**config.mk**
```make
export PLATFORM = sky130hd
export DESIGN_NAME = aes_key_store
export DESIGN_NICKNAME = d
export VERILOG_FILES = /design/src/design/aes_pkg.sv /design/src/design/aes_key_store.sv
export SDC_FILE = /design/constraint.sdc
export NUM_CORES = 1
export LEC_CHECK = 0
export BUFFER_PORTS_ARGS = -buffer_cell sky130_fd_sc_hd__buf_2
export CAP_MARGIN = 20
export CORE_MARGIN = 2
export CORE_UTILIZATION = 24
export DETAILED_ROUTE_END_ITERATION = 6
export HOLD_SLACK_MARGIN = 0.05
export PLACE_DENSITY = 0.45
export SYNTH_ARGS = -nofsm -noshare
export SYNTH_HDL_FRONTEND = slang
export SYNTH_SLANG_ARGS = --single-unit
```
**constraint.sdc**
```tcl
create_clock -name i_clk -period 10.8 [get_ports i_clk]
set_clock_uncertainty 0.15 [all_clocks]
set_input_delay 1.08 -clock i_clk [delete_from_list [all_inputs] [get_ports i_clk]]
set_output_delay 1.08 -clock i_clk [all_outputs]
set_load 0.02 [all_outputs]
```
**src/design/aes_pkg.sv**
```systemverilog
// Package with AES types, constants and the S-box function.
package aes_pkg;

    localparam int NUM_ROUNDS = 10;
    localparam int NUM_KEYS   = 11;

    typedef logic [7:0]   t_byte;
    typedef logic [31:0]  t_col;
    typedef logic [127:0] t_block;

    // command carried in tuser
    typedef enum logic {
        CMD_LOAD  = 1'b0,
        CMD_CRYPT = 1'b1
    } t_cmd;

    function automatic t_byte sbox(input t_byte a);
        t_byte r;
        case (a)
            8'h00: r=8'h63; 8'h01: r=8'h7c; 8'h02: r=8'h77; 8'h03: r=8'h7b;
            8'h04: r=8'hf2; 8'h05: r=8'h6b; 8'h06: r=8'h6f; 8'h07: r=8'hc5;
            8'h08: r=8'h30; 8'h09: r=8'h01; 8'h0a: r=8'h67; 8'h0b: r=8'h2b;
            8'h0c: r=8'hfe; 8'h0d: r=8'hd7; 8'h0e: r=8'hab; 8'h0f: r=8'h76;
            8'h10: r=8'hca; 8'h11: r=8'h82; 8'h12: r=8'hc9; 8'h13: r=8'h7d;
            8'h14: r=8'hfa; 8'h15: r=8'h59; 8'h16: r=8'h47; 8'h17: r=8'hf0;
            8'h18: r=8'had; 8'h19: r=8'hd4; 8'h1a: r=8'ha2; 8'h1b: r=8'haf;
            8'h1c: r=8'h9c; 8'h1d: r=8'ha4; 8'h1e: r=8'h72; 8'h1f: r=8'hc0;
            8'h20: r=8'hb7; 8'h21: r=8'hfd; 8'h22: r=8'h93; 8'h23: r=8'h26;
            8'h24: r=8'h36; 8'h25: r=8'h3f; 8'h26: r=8'hf7; 8'h27: r=8'hcc;
            8'h28: r=8'h34; 8'h29: r=8'ha5; 8'h2a: r=8'he5; 8'h2b: r=8'hf1;
            8'h2c: r=8'h71; 8'h2d: r=8'hd8; 8'h2e: r=8'h31; 8'h2f: r=8'h15;
            8'h30: r=8'h04; 8'h31: r=8'hc7; 8'h32: r=8'h23; 8'h33: r=8'hc3;
            8'h34: r=8'h18; 8'h35: r=8'h96; 8'h36: r=8'h05; 8'h37: r=8'h9a;
            8'h38: r=8'h07; 8'h39: r=8'h12; 8'h3a: r=8'h80; 8'h3b: r=8'he2;
            8'h3c: r=8'heb; 8'h3d: r=8'h27; 8'h3e: r=8'hb2; 8'h3f: r=8'h75;
            8'h40: r=8'h09; 8'h41: r=8'h83; 8'h42: r=8'h2c; 8'h43: r=8'h1a;
            8'h44: r=8'h1b; 8'h45: r=8'h6e; 8'h46: r=8'h5a; 8'h47: r=8'ha0;
            8'h48: r=8'h52; 8'h49: r=8'h3b; 8'h4a: r=8'hd6; 8'h4b: r=8'hb3;
            8'h4c: r=8'h29; 8'h4d: r=8'he3; 8'h4e: r=8'h2f; 8'h4f: r=8'h84;
            8'h50: r=8'h53; 8'h51: r=8'hd1; 8'h52: r=8'h00; 8'h53: r=8'hed;
            8'h54: r=8'h20; 8'h55: r=8'hfc; 8'h56: r=8'hb1; 8'h57: r=8'h5b;
            8'h58: r=8'h6a; 8'h59: r=8'hcb; 8'h5a: r=8'hbe; 8'h5b: r=8'h39;
            8'h5c: r=8'h4a; 8'h5d: r=8'h4c; 8'h5e: r=8'h58; 8'h5f: r=8'hcf;
            8'h60: r=8'hd0; 8'h61: r=8'hef; 8'h62: r=8'haa; 8'h63: r=8'hfb;
            8'h64: r=8'h43; 8'h65: r=8'h4d; 8'h66: r=8'h33; 8'h67: r=8'h85;
            8'h68: r=8'h45; 8'h69: r=8'hf9; 8'h6a: r=8'h02; 8'h6b: r=8'h7f;
            8'h6c: r=8'h50; 8'h6d: r=8'h3c; 8'h6e: r=8'h9f; 8'h6f: r=8'ha8;
            8'h70: r=8'h51; 8'h71: r=8'ha3; 8'h72: r=8'h40; 8'h73: r=8'h8f;
            8'h74: r=8'h92; 8'h75: r=8'h9d; 8'h76: r=8'h38; 8'h77: r=8'hf5;
            8'h78: r=8'hbc; 8'h79: r=8'hb6; 8'h7a: r=8'hda; 8'h7b: r=8'h21;
            8'h7c: r=8'h10; 8'h7d: r=8'hff; 8'h7e: r=8'hf3; 8'h7f: r=8'hd2;
            8'h80: r=8'hcd; 8'h81: r=8'h0c; 8'h82: r=8'h13; 8'h83: r=8'hec;
            8'h84: r=8'h5f; 8'h85: r=8'h97; 8'h86: r=8'h44; 8'h87: r=8'h17;
            8'h88: r=8'hc4; 8'h89: r=8'ha7; 8'h8a: r=8'h7e; 8'h8b: r=8'h3d;
            8'h8c: r=8'h64; 8'h8d: r=8'h5d; 8'h8e: r=8'h19; 8'h8f: r=8'h73;
            8'h90: r=8'h60; 8'h91: r=8'h81; 8'h92: r=8'h4f; 8'h93: r=8'hdc;
            8'h94: r=8'h22; 8'h95: r=8'h2a; 8'h96: r=8'h90; 8'h97: r=8'h88;
            8'h98: r=8'h46; 8'h99: r=8'hee; 8'h9a: r=8'hb8; 8'h9b: r=8'h14;
            8'h9c: r=8'hde; 8'h9d: r=8'h5e; 8'h9e: r=8'h0b; 8'h9f: r=8'hdb;
            8'ha0: r=8'he0; 8'ha1: r=8'h32; 8'ha2: r=8'h3a; 8'ha3: r=8'h0a;
            8'ha4: r=8'h49; 8'ha5: r=8'h06; 8'ha6: r=8'h24; 8'ha7: r=8'h5c;
            8'ha8: r=8'hc2; 8'ha9: r=8'hd3; 8'haa: r=8'hac; 8'hab: r=8'h62;
            8'hac: r=8'h91; 8'had: r=8'h95; 8'hae: r=8'he4; 8'haf: r=8'h79;
            8'hb0: r=8'he7; 8'hb1: r=8'hc8; 8'hb2: r=8'h37; 8'hb3: r=8'h6d;
            8'hb4: r=8'h8d; 8'hb5: r=8'hd5; 8'hb6: r=8'h4e; 8'hb7: r=8'ha9;
            8'hb8: r=8'h6c; 8'hb9: r=8'h56; 8'hba: r=8'hf4; 8'hbb: r=8'hea;
            8'hbc: r=8'h65; 8'hbd: r=8'h7a; 8'hbe: r=8'hae; 8'hbf: r=8'h08;
            8'hc0: r=8'hba; 8'hc1: r=8'h78; 8'hc2: r=8'h25; 8'hc3: r=8'h2e;
            8'hc4: r=8'h1c; 8'hc5: r=8'ha6; 8'hc6: r=8'hb4; 8'hc7: r=8'hc6;
            8'hc8: r=8'he8; 8'hc9: r=8'hdd; 8'hca: r=8'h74; 8'hcb: r=8'h1f;
            8'hcc: r=8'h4b; 8'hcd: r=8'hbd; 8'hce: r=8'h8b; 8'hcf: r=8'h8a;
            8'hd0: r=8'h70; 8'hd1: r=8'h3e; 8'hd2: r=8'hb5; 8'hd3: r=8'h66;
            8'hd4: r=8'h48; 8'hd5: r=8'h03; 8'hd6: r=8'hf6; 8'hd7: r=8'h0e;
            8'hd8: r=8'h61; 8'hd9: r=8'h35; 8'hda: r=8'h57; 8'hdb: r=8'hb9;
            8'hdc: r=8'h86; 8'hdd: r=8'hc1; 8'hde: r=8'h1d; 8'hdf: r=8'h9e;
            8'he0: r=8'he1; 8'he1: r=8'hf8; 8'he2: r=8'h98; 8'he3: r=8'h11;
            8'he4: r=8'h69; 8'he5: r=8'hd9; 8'he6: r=8'h8e; 8'he7: r=8'h94;
            8'he8: r=8'h9b; 8'he9: r=8'h1e; 8'hea: r=8'h87; 8'heb: r=8'he9;
            8'hec: r=8'hce; 8'hed: r=8'h55; 8'hee: r=8'h28; 8'hef: r=8'hdf;
            8'hf0: r=8'h8c; 8'hf1: r=8'ha1; 8'hf2: r=8'h89; 8'hf3: r=8'h0d;
            8'hf4: r=8'hbf; 8'hf5: r=8'he6; 8'hf6: r=8'h42; 8'hf7: r=8'h68;
            8'hf8: r=8'h41; 8'hf9: r=8'h99; 8'hfa: r=8'h2d; 8'hfb: r=8'h0f;
            8'hfc: r=8'hb0; 8'hfd: r=8'h54; 8'hfe: r=8'hbb; 8'hff: r=8'h16;
            default: r = 8'h00;
        endcase
        return r;
    endfunction

    function automatic t_byte xtime(input t_byte v);
        return {v[6:0], 1'b0} ^ (v[7] ? 8'h1b : 8'h00);
    endfunction

    typedef enum logic [1:0] {
        ST_IDLE,
        ST_RUN
    } t_state;

    // controls sent from the sequencer to every column cell
    typedef struct packed {
        logic load;   // take plaintext ^ key 0
        logic step;   // do one round
        logic mix;    // round includes MixColumns
    } t_cell_ctl;

endpackage

```
**src/design/aes_key_store.sv**
```systemverilog
// Round key store: eleven 128-bit keys, written and read in clocked blocks.
module aes_key_store (
    input  logic         i_clk,
    input  logic         i_wr,
    input  logic [3:0]   i_wr_slot,
    input  aes_pkg::t_block i_wr_key,
    input  logic [3:0]   i_rd_slot,
    output aes_pkg::t_block o_rd_key
);
    aes_pkg::t_block r_mem [aes_pkg::NUM_KEYS];
    aes_pkg::t_block r_rd;

    assign o_rd_key = r_rd;

    always_ff @(posedge i_clk) begin
        if (i_wr) begin
            r_mem[i_wr_slot] <= i_wr_key;
        end
        if (i_rd_slot < 4'(aes_pkg::NUM_KEYS)) begin
            r_rd <= r_mem[i_rd_slot];
        end
    end
endmodule

```
## After elaboration in Yosys (flattened, before gate mapping)

Memory sizes are Yosys's and may differ from the RTL's. A register that Yosys moved wholly into a read port is not among the register bits.
Index checks and enable logic that the tools add are counted.

| storage, ports and cells | value |
|---|---|
| memories kept | 1 |
| logic and storage cells | 4 |
| input port bits | 138 |
| memory bits (writable) | 1,408 |
| bits in registers | 0 |
| output and inout port bits | 128 |

Memories:

| name | depth | bits a word | rd ports | clocked after memory_dff | write ports | line | source |
|---|---|---|---|---|---|---|---|
| r_mem | 11 | 128 | 1 | 1 | 1 | aes_key_store.sv:10 | `aes_pkg::t_block r_mem [aes_pkg::NUM_KEYS];` |

| cells by class | value |
|---|---|
| order comparisons | 1 |
| multiplexer cells | 2 |

Operator list:

| cell | count |
|---|---|
| < comparator 4 bit, second input constant | 1 |
| 2-to-1 mux 1 bit | 2 |

## Logic depth before layout (Yosys ltp)

Gate-level depths: netlist of run 1.

| logic depth | value |
|---|---|
| depth in word-level cells | 2 |
| mapped depth | 6 |

## Worst setup path before layout of run 1

Ideal clock, no wire load.

| timing path | value |
|---|---|
| path kind | input to register |
| from | input i_wr_slot[2] |
| to | memory r_mem[0][0] (netlist name) (enable) |
| arrival | 10,234 ps |
| path slack | -358 ps |
| stages | 2 |
| cells stage by stage | or3b_2 -> nor3_1 |

RTL lines:

| what | line | source |
|---|---|---|
| start: declaration | aes_key_store.sv:5 | `input logic [3:0] i_wr_slot,` |
| end: declaration | aes_key_store.sv:10 |  |

No word-level cell before the write port.

## Worst setup path after layout of run 1

| timing path | value |
|---|---|
| from | input i_rd_slot[1] |
| to | register r_rd[99], in the netlist o_rd_key[99] (read register of r_mem) (data pin) |

| on the way | value |
|---|---|
| word-level cells in the longest chain between the ends | 1 |

Ends and longest elaborated chain:

| what | line | source |
|---|---|---|
| start: declaration | aes_key_store.sv:7 | `input logic [3:0] i_rd_slot,` |
| < comparator 4 bit | aes_key_store.sv:19 | `if (i_rd_slot < 4'(aes_pkg::NUM_KEYS)) begin` |
| end: declaration | aes_key_store.sv:11 | `aes_pkg::t_block r_rd;` |

Parallel ways exist; a longest one is shown, timed or not.

==> summary.txt, run 1 <==
Status
  – Status: completed

Run
  – Max-Cap Viols: 0

Pwr
  – Leak Pwr: 0.0229 uW
  – Peak VDD IR: 0.000116 V
  – Net Sw Power: ~3000 uW
  – Total power: 13,200 uW
  – Int Pwr: 10,200 uW
  – Power per cell area: about 190 nW/um^2
  – Clock share of power: a little over two fifths
  – Seq pwr share: 51.6%
  – Sw Ratio: 22.6%
  – Logic gate share of total power: approximately 5.4%

Synthesis
  – Syn nets: between 3,000 and 4,000
  – Seq/Total Area, Yosys: between 70 and 80%
  – Cells after Synth: 3,024
  – Yosys reg bits: 1,536
  – Mapped Avg Cell Area: 19.1 sq um
  – Yosys warning total: 0
  – Cell variety after synth: 18
  – Synth Cell Area: 57,900 sq um

Timing
  – Final period demand of the worst path: 3.83 ns
  – TNS Setup: 0 ns
  – Slew margin rel.: 28.7%
  – Slew @ Worst Pin: 1.07 ns
  – Final Max Tran Viols: 0
  – Hold Fails Final Rpt: 0
  – RSZ-0062 raised after global routing: false
  – # setup viols final: 0
  – Hold slack: 0.409 ns
  – Fin crit share: 35.4%
  – Fmax achieved: 0.261 GHz

Clock tree
  – Clk sinks: 1,536
  – TritonCTS buffer count: between 150 and 200
  – # Post-CTS Setup Buffers: 0
  – # H-tree levels: 4
  – TritonCTS clock tree: yes
  – Worst-skew pair later-pin latency: slightly above 0.8 ns
  – Clock Pin Slew Worst Setup and Hold Paths: about 0.060 ns
  – Worst-case clock buffer depth: 3
  – Post-CTS Hold Buffers: 0
  – Post-cts resize count: 0
  – Root Buffer: clkbuf_16

GRT
  – GR Util All Layers: 12.8%
  – Initial antenna violation count: 61
  – Vias in the first global route: 29,700
  – Largest net degree at the start of global routing: between 100 and 150
  – Gr ovfl total: 0
  – First-pass GRT wire length: approximately 230,000 microns

Final layout
  – Layout cells sized above 1: 16.4%
  – Final instance area: 68,400 sq um
  – Post-route insts no fill: 6,658
  – Area growth from synthesis to layout: 18.1%
  – Final net count: 3,481

Floorplanning
  – Core Box Area: 240,000 sq um
  – Die height: 495 microns
  – Die Wd: 495 microns
  – Die area: 245,000 sq um
  – I/O pins: 266
  – Rows: 180
  – Initial Utilization: 24.1%

Critical path
  – R2r setup slk: 9.34 ns
  – Crit path required time: ~11 ns
  – Crit path DAT: 4.22 ns
  – Crit Path Class: in2reg
  – Worst Setup Start Kind: primary input
  – CP Capture Type: register
  – CP max FO: 94

Placed design
  – Port-buffer cells: 265
  – Detail Placement HPWL: 79,800 microns
  – Placed inst area: 62,900 sq um
  – Dpl cells: 6,354
  – GP Congestion: 0.677

Route
  – Total Wirelength: 159,000 microns
  – Initial drt markers: around 1,900
  – Via density: 4.37
  – Pre-antenna DRT Iters: 5
  – Routed length per instance: 23.9 microns
  – # DRC: 0
  – Vias: 29,100
  – Final ANT Viol Nets: 0

Worst hold path
  – Hold Crit Class: in2reg
[layout make-up]
| cell class | count | area, sq um |
|---|---|---|
| antenna | 5 | 12.5 |
| clock buffer | 218 | 4520 |
| clock inverter | 81 | 962 |
| fill | 23800 | 172000 |
| multi-input combinational | 1303 | 10800 |
| sequential | 1536 | 46100 |
| tap | 3185 | 3990 |
| timing repair buffer | 330 | 1940 |
[per-stage QoR]
step | util, % | worst slack, ns
2_1_floorplan | - | 3.08
3_3_place_gp | 26.2 | 6.03
4_1_cts | 28.4 | 6.91
3_5_place_dp | 26.2 | 6.01
5_1_grt | 28.4 | 6.88
6_report | 28.4 | 6.97
[cells in the mapped netlist, drive strengths merged]
master	count	area share, %
nand2b	4	0.043
mux2i	640	11
buf	127	1.5
or3b	1	0.015
clkbuf	58	0.38
nor3	3	0.026
a21o	1	0.013
nor2	8	0.052
o31a	128	1.9
or2	1	0.011
nand2	131	0.85
o22ai	256	2.8
edfxtp	1536	80
o211ai	128	1.7
nand3b	2	0.026
[per-layer routing]
layer | wire [microns] | share of wire [%] | global-route usage, %
met1 | 70300 | 44 | 16.5
met2 | 78300 | 49 | 21.7
met3 | 7170 | 4.5 | 2.70
met4 | 3130 | 2.0 | 3.22
met5 | 209 | 0.13 | 0
[layout by cell type (no fill, tap or decap), types with 4 or more instances in the layout]
| cell | instances |
|---|---|
| edfxtp_1 | 1536 |
| mux2i_1 | 640 |
| buf_2 | 262 |
| o22ai_1 | 256 |
| clkbuf_16 | 174 |
| nand2_1 | 129 |
| o211ai_1 | 128 |
| o31a_1 | 128 |
| buf_4 | 57 |
| clkbuf_1 | 44 |
| clkinv_1 | 32 |
| clkinv_2 | 15 |
| bufinv_16 | 11 |
| clkinv_16 | 10 |
| nor2_4 | 8 |
| buf_12 | 8 |
| diode_2 | 5 |
| inv_6 | 4 |
[state kept, by name (all words and copies together), names as in the netlist]
signal    cells
r_mem      1408
o_rd_key    128
[path summary, 6_finish.rpt]
check | from | endpoint | cells past startpoint
setup / recovery | i_rd_slot[1] | o_rd_key[99] | 6
hold / removal | i_wr_key[21] | r_mem[4][21] | 1
setup reg to reg | r_mem[3][97] | o_rd_key[97] | 3
hold reg to reg | r_mem[10][3] | o_rd_key[3] | 3
[logic make-up (layout without fill, tap and decap cells)]
group                  after synthesis  count (layout)  synth area share [%]
flip-flops                        1536            1536                  79.7
AND/OR/NAND/NOR                    150             150                  1.02
multiplexers                       640             640                  11.1
other                                0               5                     0
buffers and inverters              185             629                  1.88
AO/OA/AOI/OAI                      513             513                  6.37
[power by group through the flow]
stage	registers, uW	clock network [uW]	logic (uW)
2_1_floorplan	6990	0	354
3_3_place_gp	6940	0	731
3_5_place_dp	6940	0	736
4_1_cts	6820	5850	738
5_1_grt	6830	6070	778
6_report	6810	5670	716
[worst max-delay path: stages]
cell	delay (ns)
buf_8	0.49
nand2b_4	0.61
buf_4	0.71
buf_4	0.68
o22ai_1	0.21
o31a_1	0.31
Power figures use the tool's default switching activity.
==> inputs of run 2 (changes only) <==
- clock period: 10.8 -> 3.5 ns (I/O delays scaled with it)
==> run 2 against run 1 <==
Net effect: first-iteration DRC count increased by 2.4%; power increased to 3.1 times the previous value; register-to-register slack got worse by 7.2 ns; critical path type unchanged.
==> summary.txt, run 2 (synthesized netlist as in run 1, its figures left out) <==
Final layout
  – Final net count: 3,657
  – Register area: 46,100 sq um
  – Post-route insts no fill: 6,861
  – Final instance area: 70,800 sq um
  – Area growth from synthesis to layout: 22.3%
  – Max reg flops: between 1,000 and 1,500
  – Commonest non-fill, non-tap cell in the layout: edfxtp_1
  – Layout cells sized above 1: 17.2%
  – Final design utilization: 29.5%
  – Filler cell count: 23,600
  – Largest register by flop count: r_mem
  – Area of the multi-input gates: 10,800 sq um
  – Commonest non-fill, non-tap cells in the layout: edfxtp_1 (1,536), mux2i_1 (640), buf_2 (262), o22ai_1 (256), clkbuf_16 (173)

Route
  – Total Wirelength: 157,000 microns
  – Initial drt markers: 1,977
  – # DRC: 0
  – Final ANT Viol Nets: 0
  – Via density: 4.31
  – Vias: 29,600
  – Pre-antenna DRT Iters: 5
  – Routed length per instance: 22.9 microns

Pwr
  – Power per cell area: 585 nW/um^2
  – Peak VDD IR: 0.000460 V
  – Total power: 41,400 uW
  – Leak Pwr: approximately 0.024 uW

GRT
  – Gr ovfl total: 0
  – First-pass GRT wire length: about 220,000 microns
  – Vias in the first global route: 30,200
  – GR Util All Layers: 12.6%
  – Largest net degree at the start of global routing: between 100 and 150
  – Initial antenna violation count: 28

Clock tree
  – Clock Pin Slew Worst Setup and Hold Paths: 0.06 ns
  – Worst-skew pair later-pin latency: 0.82 ns
  – Worst-case clock buffer depth: 3
  – Post-cts resize count: 0
  – # H-tree levels: 4
  – TritonCTS buffer count: 172
  – Root Buffer: clkbuf_16
  – Clk sinks: 1,536
  – TritonCTS clock tree: yes

Timing
  – Slew @ Worst Pin: 0.814 ns
  – Final period demand of the worst path: 2.70 ns
  – RSZ-0062 raised after global routing: false
  – # setup viols final: 0
  – Hold slack: between 0.15 and 0.2 ns
  – Fmax achieved: 0.370 GHz
  – Final Max Tran Viols: 0
  – Hold Fails Final Rpt: 0
  – Fin crit share: 77.3%
  – Slew margin rel.: between 40% and 50%

Placed design
  – GP Congestion: 0.683
  – Port-buffer cells: between 200 and 300
  – Dpl cells: about 6,400
  – Detail Placement HPWL: 83,700 microns
  – Placed inst area: 63,800 sq um

Critical path
  – Worst Setup Start Kind: primary input
  – Crit Path Class: in2reg
  – Crit path DAT: 3.04 ns
  – CP Capture Type: register
  – Crit path required time: 3.83 ns
  – CP max FO: 24

Floorplanning
  – Die Wd: 495 microns
  – Core Box Area: 240,000 sq um
  – Die area: roughly 250,000 sq um
  – Initial Utilization: 24.1%
  – Die height: slightly below 500 microns
  – I/O pins: 266
  – Rows: 180

Run
  – Max-Cap Viols: 0

Worst hold path
  – Hold Crit Class: in2reg

Status
  – Status: completed
[run 2: cell types whose count changed in the layout (fill, tap and decap cells not counted), moves of 5 or more]
| cell | before | now |
|---|---|---|
| bufinv_16 | 11 | 17 |
| clkbuf_1 | 44 | 38 |
| buf_4 | 57 | 50 |
| clkinv_16 | 10 | 4 |
| clkinv_2 | 15 | 27 |
| clkinv_1 | 32 | 41 |
| diode_2 | 5 | 10 |
| dlygate4sd3_1 | 0 | 135 |
| buf_12 | 8 | 56 |
[run 2: repair_timing]
action                                 in CTS  in global routing
hold buffers                              135                  0
setup buffers                               0                  0
endpoints found under the hold margin    1461                  0
[run 2: final cells by class]
type                    instances  share of cell area [%]
flip-flops and latches       1536                    65.1
multi-input cells            1303                    15.3
clock buffers                 211                    6.32
repair buffers                506                    5.94
well taps                    3185                    5.63
clock inverters               110                    1.66
diodes                         10                  0.0353
[run 2: critical path, cell delays in order]
cell           delay, ns
dlygate4sd3_1       0.53
buf_2               0.13
or3b_4              0.48
dlygate4sd3_1       0.66
nor2_4              0.30
buf_12              0.28
buf_12              0.23
[run 2: through the flow]
stage | worst slack [ns] | setup TNS [ns]
floorplan | -1.24 | -1475.64
global placement | 0.799 | 0
detailed placement | 0.803 | 0
CTS | 0.845 | 0
global route | 0.773 | 0
finish | 0.796 | 0
[run 2: worst paths after layout]
check	end	slack, ns	from	depth (start not counted)
max	r_mem[3][116]	0.80	i_wr_slot[2]	7
min	o_rd_key[59]	0.16	i_rd_slot[0]	4
max reg2reg	o_rd_key[60]	2.14	r_mem[7][60]	3
min reg2reg	o_rd_key[0]	0.52	r_mem[10][0]	3
[run 2: per-layer routing]
layer	track usage, %	up-vias	share of wire (%)
met4	3.38	10	2.0
li1	-	13400	-
met5	0	-	0.038
met1	17.3	15300	47
met2	20.3	632	47
met3	2.40	212	4.3
[run 2: power by group]
part / internal, uW / switching (uW)
Sequential: 20800 / 197
Combinational: 857 / 1570
Clock: 10400 / 7550
==> inputs of run 3 (changes only) <==
- ABC_AREA: not set -> 1
- PLACE_DENSITY: 0.45 -> 0.44
- clock period: 3.5 -> 2.5 ns (I/O delays scaled with it)
==> run 3 against run 2 <==
Net effect: hold slack lost 0.037 ns; largest power group unchanged; die area grew 8.0%; critical endpoint is now r_mem[6][36]; power rose by 40%; non-clock buffer count up 108; count of clock-buffer cells in the layout up 14; highest routed layer unchanged; cell count rose by 36%; largest cell class unchanged; combinational power grew 67%; first-iteration DRC count increased by 44%; area after synthesis increased by 8.0%.
==> summary.txt, run 3 <==
Route
  – # DRC: 0
  – Initial drt markers: 2,838
  – Vias: 39,400
  – Pre-antenna DRT Iters: 5
  – Routed length per instance: 19.8 microns
  – Total Wirelength: 185,000 microns
  – Via density: 4.22
  – Final ANT Viol Nets: 0

Synthesis
  – Syn nets: 5,441
  – Cells after Synth: approximately 5,300
  – Yosys warning total: 0
  – Mapped Avg Cell Area: 11.8 sq um
  – Synth Cell Area: 62,600 sq um
  – Post-synth EDFFs: 1,536
  – Post-synth top area share: 73.7%
  – Post-synth ARST share: 0%
  – Seq/Total Area, Yosys: 73.7%
  – Cell variety after synth: 13
  – Post-synth top flop: edfxtp_1
  – Most frequent cell after synthesis: edfxtp_1
  – Yosys reg bits: 1,536
  – Area leader, netlist: edfxtp_1
  – Synth cell count leaders: edfxtp_1 (1,536), nand2_1 (1,287), nand3_1 (1,025)
  – Area contributors post-synth: edfxtp_1 (74%), nand3_1 (8.2%), nand2_1 (7.7%)

Critical path
  – CP Capture Type: register
  – Worst Setup Start Kind: primary input
  – Crit path required time: 2.84 ns
  – CP max FO: 26
  – Crit Path Class: in2reg
  – Crit path DAT: 2.77 ns

Floorplanning
  – Initial Utilization: 24.1%
  – I/O pins: 266
  – Core Box Area: 259,000 sq um
  – Die height: just over 500 microns
  – Die Wd: 515 microns
  – Rows: 187
  – Die area: 265,000 sq um

Clock tree
  – Worst-case clock buffer depth: 3
  – TritonCTS buffer count: 174
  – # Post-CTS Setup Buffers: 0
  – # H-tree levels: 4
  – TritonCTS clock tree: yes
  – Clock Pin Slew Worst Setup and Hold Paths: approximately 0.060 ns
  – Clk sinks: 1,536
  – Post-cts resize count: 0
  – Root Buffer: clkbuf_16
  – Worst-skew pair later-pin latency: approximately 0.83 ns

Timing
  – RSZ-0062 raised after global routing: false
  – Hold slack: 0.125 ns
  – Slew @ Worst Pin: 0.676 ns
  – # setup viols final: 0
  – Fin crit share: 96.9%
  – Final period demand of the worst path: 2.42 ns
  – Slew margin rel.: 54.9%
  – Setup ws final: just under 0.08 ns
  – Hold Fails Final Rpt: 0
  – Fmax achieved: 0.413 GHz
  – Final Max Tran Viols: 0

Final layout
  – Final net count: 5,949
  – Register area: between 40,000 and 50,000 sq um
  – Filler cell count: 26,400
  – Area growth from synthesis to layout: 22.6%
  – Area of the multi-input gates: 11,900 sq um
  – Commonest non-fill, non-tap cell in the layout: edfxtp_1
  – Commonest non-fill, non-tap cells in the layout: edfxtp_1 (1,536), nand2_1 (1,281), nand3_1 (1,024), inv_1 (898), buf_2 (261)
  – Final instance area: 76,700 sq um
  – Layout cells sized above 1: 14.3%
  – Largest register by flop count: r_mem
  – Max reg flops: 1,408

Placed design
  – Port-buffer cells: 265
  – Placed inst area: roughly 70,000 sq um
  – GP Congestion: 0.738
  – Detail Placement HPWL: 105,000 microns
  – Pre-CTS WS: 0.0830 ns

Pwr
  – Clock share of power: 42.4%
  – Peak VDD IR: 0.000653 V
  – Int Pwr: 44,300 uW
  – Power per cell area: 756 nW/um^2
  – Logic gate share of total power: 7.0%
  – Sw Ratio: 23.6%
  – Leak Pwr: around 0.030 uW
  – Net Sw Power: 13,700 uW
  – Seq pwr share: about half

Run
  – Max-Cap Viols: 0

GRT
  – Vias in the first global route: 38,300
  – Initial antenna violation count: 23
  – Largest net degree at the start of global routing: between 100 and 150
  – Gr ovfl total: 0
  – GR Util All Layers: 13.8%
  – First-pass GRT wire length: ~270,000 microns

Status
  – Status: completed

Worst hold path
  – Hold Crit Class: in2reg
run 3: what timing repair did:
action	4_1_cts	5_1_grt
endpoints found under the hold margin	1629	0
endpoints found under the setup margin	0	4
hold buffers	145	0
run 3: kinds of logic after synthesis:
logic type / Yosys count / synth area share [%]
compound gates: 129 / 1.54
buf+inv: 1185 / 7.44
flops: 1536 / 73.7
simple gates: 2453 / 17.3
run 3: final timing paths:
kind,from,end,slack (ns),depth (start not counted)
setup reg to reg,r_mem[5][6],o_rd_key[6],0.20,8
hold reg to reg,r_mem[10][96],o_rd_key[96],0.40,2
hold / removal,i_rd_slot[0],o_rd_key[20],0.12,6
setup / recovery,i_wr_slot[2],r_mem[6][36],0.08,9
run 3: stage by stage:
stage               setup TNS (ns)  power (uW)  std cells  util, %
floorplan                  -632.57       31900       5303        -
global placement                 0       33800       8894     26.9
detailed placement               0       33800       8894     26.9
CTS                              0       58800       9348     29.5
global route                     0       60100       9348     29.5
finish                           0       58000       9353     29.5
run 3: layout make-up:
cell class                      instances  area share (%)
Clock buffer                          225            6.01
Multi-Input combinational cell       2582            15.6
Antenna cell                            7          0.0228
Clock inverter                         84            1.05
Sequential cell                      1536            60.2
Timing Repair Buffer                  614            7.18
Inverter                              903            4.47
Tap cell                             3402            5.55
run 3: power groups by stage:
stage / Combinational (uW) / Clock, uW / Sequential, uW
floorplan: 1750 / 0 / 30100
global route: 4450 / 26200 / 29400
detailed placement: 3910 / 0 / 29900
global placement: 3900 / 0 / 29900
CTS: 4140 / 25300 / 29400
finish: 4030 / 24600 / 29400
run 3: layer usage:
metal / global-route usage (%) / share of wire (%) / vias up
met5: 0 / 0.045 / -
met4: 3.45 / 1.9 / 12
met3: 2.32 / 5.0 / 249
met2: 22.2 / 46 / 962
met1: 19.2 / 47 / 19400
li1: - / - / 18800
run 3: critical path, stage by stage:
cell	delay, ns
buf_2	0.11
dlygate4sd3_1	0.72
inv_12	0.05
nor2_4	0.09
dlygate4sd3_1	0.59
nand2_4	0.13
nor2_4	0.20
buf_12	0.25
buf_4	0.30
